**src/hw/rtl/anp_pkg.sv**
```systemverilog
// Package for the ASCII number parser: sizes, codes, the item and
// configuration structures, and the character helpers. No dependencies.
package anp_pkg;

	localparam int MAX_FIELD_LEN = 23;
	localparam int CNT_W         = $clog2(MAX_FIELD_LEN + 1);
	localparam int CONSUMED_W    = 5;
	localparam int VALUE_W       = 64;
	localparam int STATUS_W      = 3;
	localparam int RADIX_W       = 6;
	localparam int REG_IDX_W     = 3;
	localparam int QUEUE_DEPTH   = 4;
	localparam int QPTR_W        = $clog2(QUEUE_DEPTH);

	localparam logic [RADIX_W-1:0] RADIX_AUTO = 6'd0;
	localparam logic [RADIX_W-1:0] RADIX_ONE  = 6'd1;
	localparam logic [RADIX_W-1:0] RADIX_OCT  = 6'd8;
	localparam logic [RADIX_W-1:0] RADIX_DEC  = 6'd10;
	localparam logic [RADIX_W-1:0] RADIX_HEX  = 6'd16;
	localparam logic [RADIX_W-1:0] RADIX_TOP  = 6'd36;
	localparam logic [RADIX_W-1:0] DIGIT_NONE = 6'd63;

	typedef enum logic [REG_IDX_W-1:0] {
		REG_RADIX      = 3'd0,
		REG_SIGNED     = 3'd1,
		REG_WIDTH      = 3'd2,
		REG_STRICT     = 3'd3,
		REG_BOUNDS_EN  = 3'd4,
		REG_BOUND_MIN  = 3'd5,
		REG_BOUND_MAX  = 3'd6
	} reg_idx_t;

	typedef enum logic [STATUS_W-1:0] {
		ST_OK       = 3'd0,
		ST_NO_NUM   = 3'd1,
		ST_OVERFLOW = 3'd2,
		ST_TRAILING = 3'd3,
		ST_TOO_LONG = 3'd4,
		ST_RANGE    = 3'd5
	} status_t;

	typedef enum logic [5:0] {
		PH_WS     = 6'b000001,
		PH_SIGN   = 6'b000010,
		PH_ZERO   = 6'b000100,
		PH_ZEROX  = 6'b001000,
		PH_DIGITS = 6'b010000,
		PH_DONE   = 6'b100000
	} phase_t;

	localparam logic [1:0] WSEL_8  = 2'd0;
	localparam logic [1:0] WSEL_16 = 2'd1;
	localparam logic [1:0] WSEL_32 = 2'd2;

	typedef struct packed {
		logic [RADIX_W-1:0] radix;
		logic               signed_mode;
		logic [1:0]         width_select;
		logic               strict_mode;
		logic               bounds_enable;
		logic [VALUE_W-1:0] bound_min;
		logic [VALUE_W-1:0] bound_max;
	} cfg_t;

	typedef struct packed {
		logic               last;
		logic               over;
		logic               first;
		logic [RADIX_W-1:0] radix;
		logic [RADIX_W-1:0] digit;
		logic               ws;
		logic               sign;
		logic               minus;
		logic               zero;
		logic               x;
		logic               nul;
		logic [CNT_W-1:0]   pos;
	} entry_t;

	typedef struct packed {
		logic [VALUE_W-1:0] acc;
		logic               zerox;
		logic               neg;
		logic               ovf;
		logic [RADIX_W-1:0] rad;
		logic [CNT_W-1:0]   cons;
		logic               seen;
		logic               trail;
		logic               too_long;
	} snap_t;

	function automatic logic [RADIX_W-1:0] digit_of(input logic [7:0] c);
		logic [RADIX_W-1:0] d;
		d = DIGIT_NONE;
		if (c >= 8'h30 && c <= 8'h39) begin
			d = RADIX_W'(c - 8'h30);
		end else if (c >= 8'h61 && c <= 8'h7a) begin
			d = RADIX_W'(c - 8'h57);
		end else if (c >= 8'h41 && c <= 8'h5a) begin
			d = RADIX_W'(c - 8'h37);
		end
		return d;
	endfunction

	function automatic logic radix_bad(input logic [RADIX_W-1:0] r);
		return (r == RADIX_ONE) || (r > RADIX_TOP);
	endfunction

endpackage

```
**src/hw/rtl/anp_if.sv**
```systemverilog
// Channel interfaces of the ASCII number parser: text bytes, results and
// configuration writes. Depends on anp_pkg.
interface anp_byte_if;
	import anp_pkg::*;
	logic       valid;
	logic       ready;
	logic [7:0] text_byte;
	logic       is_last;
	modport source(output valid, text_byte, is_last, input ready);
	modport sink(input valid, text_byte, is_last, output ready);
endinterface

interface anp_result_if;
	import anp_pkg::*;
	logic                  valid;
	logic                  ready;
	logic [VALUE_W-1:0]    value;
	logic [CONSUMED_W-1:0] consumed;
	logic [STATUS_W-1:0]   status;
	modport source(output valid, value, consumed, status, input ready);
	modport sink(input valid, value, consumed, status, output ready);
endinterface

interface anp_cfg_if;
	import anp_pkg::*;
	logic                 valid;
	logic                 ready;
	logic [REG_IDX_W-1:0] index;
	logic [VALUE_W-1:0]   data;
	modport source(output valid, index, data, input ready);
	modport sink(input valid, index, data, output ready);
endinterface

```
**src/hw/rtl/anp_front.sv**
```systemverilog
// Front end: accepts text bytes, counts the field and classifies each byte
// into a queue entry. Depends on anp_pkg and anp_if.
module anp_front (
	input  logic                         clk,
	input  logic                         arst_n,
	anp_byte_if.sink                     text,
	input  logic [anp_pkg::RADIX_W-1:0]  radix,
	input  logic                         q_full,
	output logic                         push,
	output anp_pkg::entry_t              entry
);
	import anp_pkg::*;

	logic [CNT_W-1:0] count_q;
	logic             over;

	assign text.ready = !q_full;
	assign push       = text.valid && text.ready;
	assign over       = (count_q >= CNT_W'(MAX_FIELD_LEN));

	always_comb begin
		entry.last  = text.is_last;
		entry.over  = over;
		entry.first = (count_q == '0);
		entry.radix = radix;
		entry.digit = digit_of(text.text_byte);
		entry.ws    = (text.text_byte == 8'h20) ||
			(text.text_byte >= 8'h09 && text.text_byte <= 8'h0d);
		entry.sign  = (text.text_byte == 8'h2b) || (text.text_byte == 8'h2d);
		entry.minus = (text.text_byte == 8'h2d);
		entry.zero  = (text.text_byte == 8'h30);
		entry.x     = (text.text_byte == 8'h78) || (text.text_byte == 8'h58);
		entry.nul   = (text.text_byte == 8'h00);
		entry.pos   = count_q + 1'b1;
	end

	always_ff @(posedge clk or negedge arst_n) begin
		if (!arst_n) begin
			count_q <= '0;
		end else if (push) begin
			if (text.is_last) begin
				count_q <= '0;
			end else if (!over) begin
				count_q <= count_q + 1'b1;
			end
		end
	end

endmodule

```
**src/hw/rtl/anp_queue.sv**
```systemverilog
// Short queue of classified entries between the front and back ends.
// Depends on anp_pkg.
module anp_queue (
	input  logic            clk,
	input  logic            arst_n,
	input  logic            push,
	input  anp_pkg::entry_t wdata,
	output logic            full,
	input  logic            pop,
	output logic            rvalid,
	output anp_pkg::entry_t rdata
);
	import anp_pkg::*;

	entry_t            mem_q [QUEUE_DEPTH];
	logic [QPTR_W-1:0] wr_ptr_q;
	logic [QPTR_W-1:0] rd_ptr_q;
	logic [QPTR_W:0]   fill_q;

	assign full   = (fill_q == (QPTR_W + 1)'(QUEUE_DEPTH));
	assign rvalid = (fill_q != '0);
	assign rdata  = mem_q[rd_ptr_q];

	function automatic logic [QPTR_W-1:0] bump(input logic [QPTR_W-1:0] p);
		return (p == QPTR_W'(QUEUE_DEPTH - 1)) ? '0 : p + 1'b1;
	endfunction

	always_ff @(posedge clk) begin
		if (push) begin
			mem_q[wr_ptr_q] <= wdata;
		end
	end

	always_ff @(posedge clk or negedge arst_n) begin
		if (!arst_n) begin
			wr_ptr_q <= '0;
			rd_ptr_q <= '0;
			fill_q   <= '0;
		end else begin
			if (push) begin
				wr_ptr_q <= bump(wr_ptr_q);
			end
			if (pop) begin
				rd_ptr_q <= bump(rd_ptr_q);
			end
			case ({push, pop})
				2'b10: fill_q <= fill_q + 1'b1;
				2'b01: fill_q <= fill_q - 1'b1;
				default: fill_q <= fill_q;
			endcase
		end
	end

endmodule

```
**src/hw/rtl/anp_back.sv**
```systemverilog
// Back end: runs the parse state machine with the multiply-accumulate, then
// two stages work out value, status and the range checks. Depends on anp_pkg and anp_if.
module anp_back (
	input  logic            clk,
	input  logic            arst_n,
	input  anp_pkg::cfg_t   cfg,
	input  logic            q_valid,
	input  anp_pkg::entry_t e,
	output logic            pop,
	anp_result_if.source    result
);
	import anp_pkg::*;

	logic [VALUE_W-1:0] acc_q;
	phase_t             phase_q;
	logic               neg_q;
	logic               ovf_q;
	logic [RADIX_W-1:0] rad_q;
	logic [CNT_W-1:0]   cons_q;
	logic               seen_q;
	logic               trail_q;
	logic               long_q;

	snap_t              nxt;
	phase_t             nxt_phase;
	logic [RADIX_W-1:0] rad_cur;
	logic [RADIX_W-1:0] rad_start;
	logic [69:0]        prod;
	logic [70:0]        sum;
	logic               take;
	logic               start;

	snap_t              snap_s1;
	logic               v_s1;
	logic [VALUE_W-1:0] val_s2;
	logic [CNT_W-1:0]   cons_s2;
	status_t            st_s2;
	logic               chk_s2;
	logic               v_s2;
	logic               out_valid_q;
	logic [VALUE_W-1:0] out_value_q;
	logic [CNT_W-1:0]   out_cons_q;
	status_t            out_st_q;

	logic en_out, en_s2, en_s1;

	assign en_out = !out_valid_q || result.ready;
	assign en_s2  = !v_s2 || en_out;
	assign en_s1  = !v_s1 || en_s2;
	assign pop    = q_valid && en_s1;

	assign rad_cur   = e.first ? e.radix : rad_q;
	assign rad_start = (rad_cur == RADIX_AUTO) ? RADIX_DEC : rad_cur;
	assign prod      = 70'(acc_q) * 70'(rad_cur);
	assign sum       = 71'(prod) + 71'(e.digit);

	always_comb begin
		nxt.acc      = acc_q;
		nxt.neg      = neg_q;
		nxt.ovf      = ovf_q;
		nxt.rad      = rad_cur;
		nxt.cons     = cons_q;
		nxt.seen     = seen_q;
		nxt.trail    = trail_q;
		nxt.too_long = long_q;
		nxt_phase    = phase_q;
		take         = 1'b0;
		start        = 1'b0;

		if (e.over) begin
			nxt.too_long = 1'b1;
		end else begin
			case (phase_q)
				PH_WS: begin
					if (e.sign) begin
						nxt.neg   = e.minus;
						nxt_phase = PH_SIGN;
					end else if (!e.ws) begin
						start = 1'b1;
					end
				end
				PH_SIGN: begin
					start = 1'b1;
				end
				PH_ZERO: begin
					if (e.x) begin
						nxt.rad   = RADIX_HEX;
						nxt_phase = PH_ZEROX;
					end else if (e.digit < rad_cur) begin
						take = 1'b1;
					end else begin
						nxt.trail = !e.nul;
						nxt_phase = PH_DONE;
					end
				end
				PH_ZEROX: begin
					if (e.digit < RADIX_HEX) begin
						take = 1'b1;
					end else begin
						nxt.trail = 1'b1;
						nxt_phase = PH_DONE;
					end
				end
				PH_DIGITS: begin
					if (e.digit < rad_cur) begin
						take = 1'b1;
					end else begin
						nxt.trail = !e.nul;
						nxt_phase = PH_DONE;
					end
				end
				default: begin
				end
			endcase
		end

		if (start) begin
			if (radix_bad(rad_cur)) begin
				nxt_phase = PH_DONE;
			end else if (e.zero && (rad_cur == RADIX_AUTO || rad_cur == RADIX_HEX)) begin
				nxt.rad   = (rad_cur == RADIX_AUTO) ? RADIX_OCT : rad_cur;
				nxt.acc   = '0;
				nxt.seen  = 1'b1;
				nxt.cons  = e.pos;
				nxt_phase = PH_ZERO;
			end else begin
				nxt.rad = rad_start;
				if (e.digit < rad_start) begin
					take = 1'b1;
				end else begin
					nxt_phase = PH_DONE;
				end
			end
		end

		if (take) begin
			if (!ovf_q) begin
				if (|sum[70:64]) begin
					nxt.ovf = 1'b1;
				end else begin
					nxt.acc = sum[63:0];
				end
			end
			nxt.seen  = 1'b1;
			nxt.cons  = e.pos;
			nxt_phase = PH_DIGITS;
		end

		nxt.zerox = (nxt_phase == PH_ZEROX);
	end

	always_ff @(posedge clk or negedge arst_n) begin
		if (!arst_n) begin
			acc_q   <= '0;
			phase_q <= PH_WS;
			neg_q   <= 1'b0;
			ovf_q   <= 1'b0;
			rad_q   <= '0;
			cons_q  <= '0;
			seen_q  <= 1'b0;
			trail_q <= 1'b0;
			long_q  <= 1'b0;
		end else if (pop) begin
			if (e.last) begin
				acc_q   <= '0;
				phase_q <= PH_WS;
				neg_q   <= 1'b0;
				ovf_q   <= 1'b0;
				rad_q   <= '0;
				cons_q  <= '0;
				seen_q  <= 1'b0;
				trail_q <= 1'b0;
				long_q  <= 1'b0;
			end else begin
				acc_q   <= nxt.acc;
				phase_q <= nxt_phase;
				neg_q   <= nxt.neg;
				ovf_q   <= nxt.ovf;
				rad_q   <= nxt.rad;
				cons_q  <= nxt.cons;
				seen_q  <= nxt.seen;
				trail_q <= nxt.trail;
				long_q  <= nxt.too_long;
			end
		end
	end

	always_ff @(posedge clk) begin
		if (pop && e.last) begin
			snap_s1 <= nxt;
		end
	end

	// Stage two settles the early errors and applies the sign.
	logic [VALUE_W-1:0] f_val;
	status_t            f_st;
	logic               f_chk;
	logic               f_trail;
	logic               mag_over;

	always_comb begin
		f_trail  = snap_s1.trail || snap_s1.zerox;
		mag_over = snap_s1.neg ? (snap_s1.acc[63] && |snap_s1.acc[62:0]) : snap_s1.acc[63];
		f_val    = '0;
		f_st     = ST_OK;
		f_chk    = 1'b0;
		if (snap_s1.too_long) begin
			f_st = ST_TOO_LONG;
		end else if (radix_bad(snap_s1.rad) || !snap_s1.seen) begin
			f_st = ST_NO_NUM;
		end else if (cfg.signed_mode && (snap_s1.ovf || mag_over)) begin
			f_st  = ST_OVERFLOW;
			f_val = snap_s1.neg ? {1'b1, 63'd0} : {1'b0, {63{1'b1}}};
		end else if (!cfg.signed_mode && snap_s1.ovf) begin
			f_st  = ST_OVERFLOW;
			f_val = '1;
		end else begin
			f_val = snap_s1.neg ? ('0 - snap_s1.acc) : snap_s1.acc;
			if (cfg.strict_mode && f_trail) begin
				f_st = ST_TRAILING;
			end else begin
				f_chk = 1'b1;
			end
		end
	end

	always_ff @(posedge clk) begin
		if (en_s2 && v_s1) begin
			val_s2  <= f_val;
			st_s2   <= f_st;
			chk_s2  <= f_chk;
			cons_s2 <= (f_st == ST_TOO_LONG || f_st == ST_NO_NUM) ? '0 : snap_s1.cons;
		end
	end

	// Output stage: width and bound checks.
	logic               width_bad;
	logic               bound_bad;
	logic [VALUE_W-1:0] v_x, min_x, max_x;

	always_comb begin
		case (cfg.width_select)
			WSEL_8: width_bad = cfg.signed_mode ?
				!(val_s2[63:7] == '0 || val_s2[63:7] == '1) : (val_s2[63:8] != '0);
			WSEL_16: width_bad = cfg.signed_mode ?
				!(val_s2[63:15] == '0 || val_s2[63:15] == '1) : (val_s2[63:16] != '0);
			WSEL_32: width_bad = cfg.signed_mode ?
				!(val_s2[63:31] == '0 || val_s2[63:31] == '1) : (val_s2[63:32] != '0);
			default: width_bad = 1'b0;
		endcase
		v_x       = {val_s2[63] ^ cfg.signed_mode, val_s2[62:0]};
		min_x     = {cfg.bound_min[63] ^ cfg.signed_mode, cfg.bound_min[62:0]};
		max_x     = {cfg.bound_max[63] ^ cfg.signed_mode, cfg.bound_max[62:0]};
		bound_bad = cfg.bounds_enable && ((v_x < min_x) || (v_x > max_x));
	end

	always_ff @(posedge clk) begin
		if (en_out && v_s2) begin
			out_value_q <= val_s2;
			out_cons_q  <= cons_s2;
			out_st_q    <= (chk_s2 && (width_bad || bound_bad)) ? ST_RANGE : st_s2;
		end
	end

	always_ff @(posedge clk or negedge arst_n) begin
		if (!arst_n) begin
			v_s1        <= 1'b0;
			v_s2        <= 1'b0;
			out_valid_q <= 1'b0;
		end else begin
			if (en_s1) begin
				v_s1 <= pop && e.last;
			end
			if (en_s2) begin
				v_s2 <= v_s1;
			end
			if (en_out) begin
				out_valid_q <= v_s2;
			end
		end
	end

	assign result.valid    = out_valid_q;
	assign result.value    = out_value_q;
	assign result.consumed = CONSUMED_W'(out_cons_q);
	assign result.status   = out_st_q;

endmodule

```
**src/hw/rtl/ascii_number_parser_top.sv**
```systemverilog
// Top level of the ASCII number parser: configuration registers, front end,
// entry queue and back end. Depends on anp_pkg, anp_if and the anp_ modules.
//
//   channel   role     payload                       accepted when
//   text      sink     text_byte, is_last            text.valid && text.ready
//   result    source   value, consumed, status       result.valid && result.ready
//   cfg       sink     index, data                   cfg.valid (ready is always high)
//
// One text item is taken per cycle while the queue is not full; the back end's
// radix multiply-accumulate handles one byte per cycle unless its result
// pipeline is stalled. Reset clears the field state and loads the register
// defaults. A stalled result holds the back end, and the queue of four
// entries fills before text.ready falls.
module ascii_number_parser_top (
	input  logic         clk,
	input  logic         arst_n,
	anp_byte_if.sink     text,
	anp_result_if.source result,
	anp_cfg_if.sink      cfg
);
	import anp_pkg::*;

	cfg_t   cfg_q;
	entry_t push_entry;
	entry_t pop_entry;
	logic   push, pop, q_full, q_valid;

	assign cfg.ready = 1'b1;

	always_ff @(posedge clk or negedge arst_n) begin
		if (!arst_n) begin
			cfg_q.radix         <= RADIX_DEC;
			cfg_q.signed_mode   <= 1'b0;
			cfg_q.width_select  <= 2'd3;
			cfg_q.strict_mode   <= 1'b0;
			cfg_q.bounds_enable <= 1'b0;
			cfg_q.bound_min     <= '0;
			cfg_q.bound_max     <= '1;
		end else if (cfg.valid) begin
			case (reg_idx_t'(cfg.index))
				REG_RADIX:     cfg_q.radix         <= cfg.data[RADIX_W-1:0];
				REG_SIGNED:    cfg_q.signed_mode   <= cfg.data[0];
				REG_WIDTH:     cfg_q.width_select  <= cfg.data[1:0];
				REG_STRICT:    cfg_q.strict_mode   <= cfg.data[0];
				REG_BOUNDS_EN: cfg_q.bounds_enable <= cfg.data[0];
				REG_BOUND_MIN: cfg_q.bound_min     <= cfg.data;
				REG_BOUND_MAX: cfg_q.bound_max     <= cfg.data;
				default: begin
				end
			endcase
		end
	end

	anp_front u_front (
		.clk    (clk),
		.arst_n (arst_n),
		.text   (text),
		.radix  (cfg_q.radix),
		.q_full (q_full),
		.push   (push),
		.entry  (push_entry)
	);

	anp_queue u_queue (
		.clk    (clk),
		.arst_n (arst_n),
		.push   (push),
		.wdata  (push_entry),
		.full   (q_full),
		.pop    (pop),
		.rvalid (q_valid),
		.rdata  (pop_entry)
	);

	anp_back u_back (
		.clk     (clk),
		.arst_n  (arst_n),
		.cfg     (cfg_q),
		.q_valid (q_valid),
		.e       (pop_entry),
		.pop     (pop),
		.result  (result)
	);

endmodule
```
**src/flat_wrapper.sv**
```systemverilog
// flat-port wrapper written by rule: the top's interface ports become plain ports
module ascii_number_parser_top_flat import anp_pkg::*;
  (clk, arst_n, text_valid, text_text_byte, text_is_last, text_ready, result_valid, result_value, result_consumed, result_status, result_ready, cfg_valid, cfg_index, cfg_data, cfg_ready);
  anp_byte_if text_i ();
  anp_result_if result_i ();
  anp_cfg_if cfg_i ();
  input  logic clk;
  input  logic arst_n;
  input wire logic [$bits(text_i.valid)-1:0] text_valid;
  input wire logic [$bits(text_i.text_byte)-1:0] text_text_byte;
  input wire logic [$bits(text_i.is_last)-1:0] text_is_last;
  output wire logic [$bits(text_i.ready)-1:0] text_ready;
  output wire logic [$bits(result_i.valid)-1:0] result_valid;
  output wire logic [$bits(result_i.value)-1:0] result_value;
  output wire logic [$bits(result_i.consumed)-1:0] result_consumed;
  output wire logic [$bits(result_i.status)-1:0] result_status;
  input wire logic [$bits(result_i.ready)-1:0] result_ready;
  input wire logic [$bits(cfg_i.valid)-1:0] cfg_valid;
  input wire logic [$bits(cfg_i.index)-1:0] cfg_index;
  input wire logic [$bits(cfg_i.data)-1:0] cfg_data;
  output wire logic [$bits(cfg_i.ready)-1:0] cfg_ready;
  assign text_i.valid = text_valid;
  assign text_i.text_byte = text_text_byte;
  assign text_i.is_last = text_is_last;
  assign text_ready = text_i.ready;
  assign result_valid = result_i.valid;
  assign result_value = result_i.value;
  assign result_consumed = result_i.consumed;
  assign result_status = result_i.status;
  assign result_i.ready = result_ready;
  assign cfg_i.valid = cfg_valid;
  assign cfg_i.index = cfg_index;
  assign cfg_i.data = cfg_data;
  assign cfg_ready = cfg_i.ready;
  ascii_number_parser_top u_core (.clk(clk), .arst_n(arst_n), .text(text_i), .result(result_i), .cfg(cfg_i));
endmodule
```
**config.mk**
```make
export PLATFORM = sky130hd
export DESIGN_NAME = ascii_number_parser_top_flat
export DESIGN_NICKNAME = d
export VERILOG_FILES = /design/src/hw/rtl/anp_pkg.sv /design/src/hw/rtl/anp_if.sv /design/src/hw/rtl/anp_front.sv /design/src/hw/rtl/anp_queue.sv /design/src/hw/rtl/anp_back.sv /design/src/hw/rtl/ascii_number_parser_top.sv /design/src/flat_wrapper.sv
export SDC_FILE = /design/constraint.sdc
export NUM_CORES = 2
export LEC_CHECK = 0
export ABC_CLOCK_PERIOD_IN_PS = 9900
export BUFFER_PORTS_ARGS = -buffer_cell sky130_fd_sc_hd__buf_4
export CAP_MARGIN = 30
export CORE_AREA = 2 2 339 341
export DETAILED_ROUTE_END_ITERATION = 12
export DIE_AREA = 0 0 341 343
export GPL_TIMING_DRIVEN = 0
export HOLD_SLACK_MARGIN = 0.15
export PLACE_DENSITY_LB_ADDON = 0.25
export SETUP_SLACK_MARGIN = 0.05
export SLEW_MARGIN = 15
export SYNTH_ARGS = -nofsm -noshare
export SYNTH_HDL_FRONTEND = slang
export SYNTH_SLANG_ARGS = --single-unit
```
**constraint.sdc**
```tcl
create_clock -name clk -period 9.9 [get_ports clk]
set_input_delay 0.99 -clock clk [delete_from_list [all_inputs] [get_ports clk]]
set_output_delay 0.99 -clock clk [all_outputs]
set_load 0.01 [all_outputs]
```
Yosys cells after proc, flatten, opt, wreduce, memory -nomap -nowiden
Memory sizes are Yosys's and may differ from the RTL's.
Index checks and enable logic that the tools add are counted.
{ "word_totals": {"out_inout_bits": 75, "ramBits": 104, "mem_count": 1, "word_cells": 260, "input_bits": 81, "ff_bits": 466} }
{ "memory_table": {"columns": ["memory", "words", "word_bits", "read_ports", "rd_clocked_by_memory_dff", "write_ports", "line", "rtl"], "rows": [
  ["u_core.u_queue.mem_q", 4, 26, 1, 0, 1, "anp_queue.sv:15", "entry_t mem_q [QUEUE_DEPTH];"]
]} }
{ "op_classes": {"n_mux": 87, "eq_ne": 34, "n_addsub": 10, "bitwise": 3, "mul": 1, "n_lt_le_gt_ge": 16, "n_reduce_logical": 69} }
{ "ops": {"columns": ["op", "n"], "rows": [
  ["2-to-1 mux 64 bit", 11],
  ["2-to-1 mux 6 bit", 24],
  ["adder 70 x 6 -> 71 bit", 1],
  ["multiplier 64 x 6 -> 70 bit", 1],
  ["> comparator 64 bit", 1],
  ["less-than comparator 64 bit", 1],
  ["subtractor 1 x 64 -> 64 bit, first input constant", 1],
  ["OR reduction 63 bit", 1],
  ["== test 57 bit, second input constant", 1],
  ["logical NOT 57 bit", 1],
  ["nonzero test 56 bit", 1],
  ["== test 49 bit, second input constant", 1],
  ["logical NOT 49 bit", 1],
  ["nonzero test 48 bit", 1],
  ["2-to-1 mux 1 bit", 34],
  ["== test 33 bit, second input constant", 1],
  ["logical NOT 33 bit", 1],
  ["== test 8 x 6 -> 1 bit, second input constant", 4],
  ["nonzero test 32 bit", 1],
  ["2-to-1 mux 12 bit", 2],
  ["one-hot mux 6 bit (4 select lines)", 1],
  ["== test 6 x 1 -> 1 bit, second input constant", 3],
  ["logical OR 1 bit", 18],
  ["== test 8 x 7 -> 1 bit, second input constant", 2],
  ["other kinds (46)", 106]
]} }

Longest topological paths before layout
An unclocked memory read counts as a cell.
{ "logic_depth": {"ltp_word": 13, "depth_mapped": 28, "depth_no_buf": 23} }

Cells and area by module
Synthesis repeated with hierarchy kept, for this count alone.
{ "unflattened": {"hier_cells": 3597, "hier_area_um2": 41277.1} }
{ "modules_own_cells": {"columns": ["module", "cells_each", "n_inst", "area_per_inst_um2"], "rows": [
  ["anp_back", 2999, 1, 30199.0],
  ["ascii_number_parser_top", 301, 1, 5940.7],
  ["anp_queue", 175, 1, 4220.3],
  ["anp_front", 122, 1, 917.1]
]} }

Worst setup path before layout
No wires, ideal clock.
{ "synth_path": {"path_kind": "flip-flop to flip-flop", "from": "reg u_core.u_queue.rd_ptr_q[0]", "to": "reg u_core.u_back.snap_s1[79] in the netlist's numbering, data pin", "t_arrival_ns": 7.692, "path_stages_with_launch": 27, "setup_slack_ns": 1.945, "period_less_slack_ns": 7.955, "setup_ns": 0.263, "cell_sequence": "dfrtp_1 > buf_2 > mux4_2 > mux2i_1 > clkbuf_1 > clkbuf_1 > nand2b_1 > fa_1 > fa_1 > inv_1 > fa_1 > inv_1 > fa_1 > inv_1 > ha_1 > o211ai_1 > o21bai_1 > o2111ai_1 > a2111oi_2 > o311ai_0 > a2111oi_0 > o22ai_1 > or4_1 > or2_2 > or3_1 > buf_2 > mux2i_1"} }
{ "synth_lines": {"columns": ["item", "line", "rtl"], "rows": [
  ["from (decl)", "anp_queue.sv:17", "logic [QPTR_W-1:0] rd_ptr_q;"],
  ["from (signal assigned)", "anp_queue.sv:44", "rd_ptr_q <= bump(rd_ptr_q);"],
  ["to (signal assigned)", "anp_back.sv:190", "snap_s1 <= nxt;"],
  ["to (decl)", "anp_back.sv:33", "snap_t snap_s1;"]
]} }

==> impl_metrics.json <==
{
  "crit_arrival_ns": 9.92,
  "core-area_sq_mm": 0.113,
  "irDropWorstVdd_uv": 145,
  "grt_pass1_vias": 29390,
  "drive_above_1_share_pct": 15.8,
  "die_w_microns": 341,
  "synth-main-ff-cell": "edfxtp_1",
  "die_h_microns": 343,
  "start_util_pct": 35.8,
  "wl_per_cell_microns": 21.0,
  "synth.largest_area_cell": "edfxtp_1",
  "crit_required_ns": 10.30,
  "cpMostUsedCell": "fa_1",
  "cts_buffer_depth": 3,
  "slew_headroom_pct": 34.9,
  "rsz0062_at_grt": "no",
  "grt_max_degree": 94,
  "wirelength_mm": 113,
  "drc_errors": 0,
  "syn-instance-count": 3580,
  "slowest_stage": "a2111oi_4",
  "pre_cts_slack_ns": -1.45,
  "rr_endpoint": "u_core.u_back.snap_s1[34]",
  "fin_nets": 4451,
  "hold_buffers": 0,
  "crit_type": "reg2reg",
  "antennaDiodeCount": 0,
  "critPathCaptureType": "flip-flop",
  "synth_xor_xnor_area_share_pct": 2.96,
  "gp_congestion": 0.907,
  "grt_pass1_wl_mm": 177,
  "synth_top_family_by_area": "adder cells",
  "dieArea_sq_mm": 0.117,
  "avgViaCountPerCell": 5.26,
  "r2r_start": "u_core.u_queue.rd_ptr_q[1]",
  "fillers": 10900,
  "synth_common_cells": "nor2b_1 (392), edfxtp_1 (330), ha_1 (306)",
  "antenna_found_initial": 1,
  "p_leak_nw": 19.8,
  "drt-initial-drc-count": 1776,
  "cts_tree": "done",
  "slowest_delay_ns": 0.59,
  "r2r_cells": 28,
  "portBuffers": 153,
  "final_util_pct": 40.7,
  "cts-root-buf": "clkbuf_16",
  "overflow": 0,
  "max_freq_mhz": 105,
  "synth-simple-area-share_pct": 14.5,
  "drv_slew": 0,
  "async_flop_share_pct": 42.1,
  "hold_class": "in2async",
  "clk_pin_slew_ns": 0.06,
  "power_density_mw_per_mm2": 239,
  "yosysUniqueCellTypes": 84,
  "setup.worst_path.start_class": "flip-flop",
  "synth_fa_ha_area_share_pct": 21.9,
  "cts_max_level": 2,
  "critPathMaxFanout": 10,
  "antenna_left": 0,
  "num_rows": 124,
  "cap_violations": 0,
  "power_w": 0.0110,
  "hold_viol_final": 0,
  "grtUsageTotal_pct": 19.5,
  "clock_latency_ns": 0.65,
  "synth-compound-area-share_pct": 10.2,
  "yosysMostFrequentCell": "nor2b_1",
  "worst_slack_ns": 0.384,
  "min_period_ns": 9.52,
  "period_share_pct": 96.1,
  "seq_area_frac_synth_pct": 39.5,
  "ys_top_cells_by_area": "edfxtp_1 (24%), fa_1 (12%), dfrtp_1 (11%), ha_1 (9.4%), nor2b_1 (6.0%)",
  "syn-cell-area_sq_mm": 0.0405,
  "worst_pin_slew_ns": 0.976,
  "area_delta_synth_final_pct": 13.8,
  "synth_edf_count": 330,
  "seqCellArea_sq_mm": 0.0160,
  "synth_top_cell_area_share_pct": 24.4,
  "synth-seq-cells": 570,
  "hpwlAfterDp_mm": 88.9,
  "dr_total_vias": 28272,
  "run_status": "finished, final reports clean",
  "multi_input_area_sq_mm": 0.0233,
  "ys_warn_count": 0,
  "cts_sinks": 570,
  "synth_mux_area_share_pct": 7.47,
  "r2r_slack_ns": 0.38,
  "syn_nets": 4220,
  "cts_inserted_buffers": 60,
  "syn_avg_cell_area_sq_um": 11.3,
  "io_pins": 156,
  "final-setup-viol-count": 0,
  "drtPass1Iterations": 5,
  "skew_ns": 0.0404
}
[state kept, by name (all words and copies together), names as in the netlist, 3 cells and up]
register	cells
u_core.cfg_q	139
u_core.u_back.cons_s2	5
u_core.u_back.snap_s1	81
u_core.u_back.phase_q	6
u_core.u_back.result.status	3
u_core.u_back.result.value	64
u_core.u_back.st_s2	3
u_core.u_back.result.consumed	5
u_core.u_back.cons_q	5
u_core.u_front.count_q	5
u_core.u_queue.mem_q	104
u_core.u_back.val_s2	64
u_core.u_back.acc_q	64
u_core.u_queue.fill_q	3
u_core.u_back.rad_q	6
[critical path, delay by kind of cell (launching register included)]
family                     cells  cell delay (ns)
AOI/OAI and AO/OA              7             2.25
adders and majority gates      5             2.36
buffers and inverters         10             2.16
DFF                            1             0.34
muxes                          3             1.05
and+or+nand+nor                3             1.06
[placed cells by master (no fill, tap or decap), types with 130 or more instances in the layout]
master    instances
a21oi_1         197
buf_4           166
dfrtp_1         171
edfxtp_1        330
fa_1            253
ha_1            306
inv_1           211
mux2_2          147
nand2_1         230
nor2b_1         392
o21ai_0         130
[layout make-up]
| type | count | share of cell area (%) |
|---|---|---|
| plain buffers | 147 | 1.40 |
| well taps | 1512 | 4.10 |
| clock inverters | 25 | 0.640 |
| repair buffers | 171 | 3.07 |
| multi-input cells | 2648 | 50.4 |
| inverters | 213 | 1.74 |
| clock buffers | 89 | 3.93 |
| flip-flops and latches | 570 | 34.7 |
[kinds of logic after synthesis]
kind of cell / Yosys count
xor+xnor: 137
compound gates: 639
buf+inv: 362
mux: 253
flops: 570
other cells: 1
simple gates: 1059
fa+ha+maj: 559
[through the flow]
stage / instances / hold slack (ns) / TNS (ns) / area, sq um
3_3_place_gp: 5245 / 0.405 / -249.08 / 43600
4_1_cts: 5373 / 0.313 / 0 / 46000
3_5_place_dp: 5258 / 0.406 / -155.42 / 43800
5_1_grt: 5375 / 0.351 / 0 / 46100
6_report: 5375 / 0.306 / 0 / 46100
2_1_floorplan: 3580 / 0.400 / 0 / 40500
[where the power goes]
group	switching, W	total [W]	internal (W)	leakage [nW]
registers	0.000654	0.00421	0.00355	6.13
clock network	0.000976	0.00238	0.00140	1.05
logic	0.00286	0.00446	0.00160	12.6
total	0.00449	0.0110	0.00656	19.8
[layer usage]
layer / vias up / track usage (%) / share of wire [%] / wire [microns]
li1: 13249 / - / - / -
met1: 14278 / 25.9 / 45 / 50400
met2: 574 / 33.3 / 49 / 55000
met3: 169 / 2.37 / 3.8 / 4290
met4: 2 / 5.79 / 2.9 / 3300
met5: - / 0 / 0.016 / 18
[what timing repair did]
item,in CTS,in global routing
resized for setup,25,25
pin swaps,1,1
setup buffers,1,1
endpoints found under the setup margin,129,118
[worst max path at each step]
| stage | from | endpoint | slack [ns] | depth (start not counted) |
|---|---|---|---|---|
| 2_1_floorplan | u_core.u_queue.rd_ptr_q[0] | u_core.u_back.snap_s1[79] | 1.95 | 26 |
| 3_3_place_gp | u_core.u_queue.rd_ptr_q[0] | u_core.u_back.acc_q[63] | -2.20 | 26 |
| 3_5_place_dp | u_core.u_queue.rd_ptr_q[0] | u_core.u_back.snap_s1[33] | -1.45 | 26 |
| 4_1_cts | u_core.u_queue.rd_ptr_q[1] | u_core.u_back.snap_s1[34] | 0.04 | 23 |
| 5_1_grt | u_core.u_queue.rd_ptr_q[0] | u_core.u_back.snap_s1[33] | 0.11 | 27 |
| 6_report | u_core.u_queue.rd_ptr_q[1] | u_core.u_back.snap_s1[34] | 0.38 | 28 |
No activity file was read; power rests on OpenSTA's default activity.
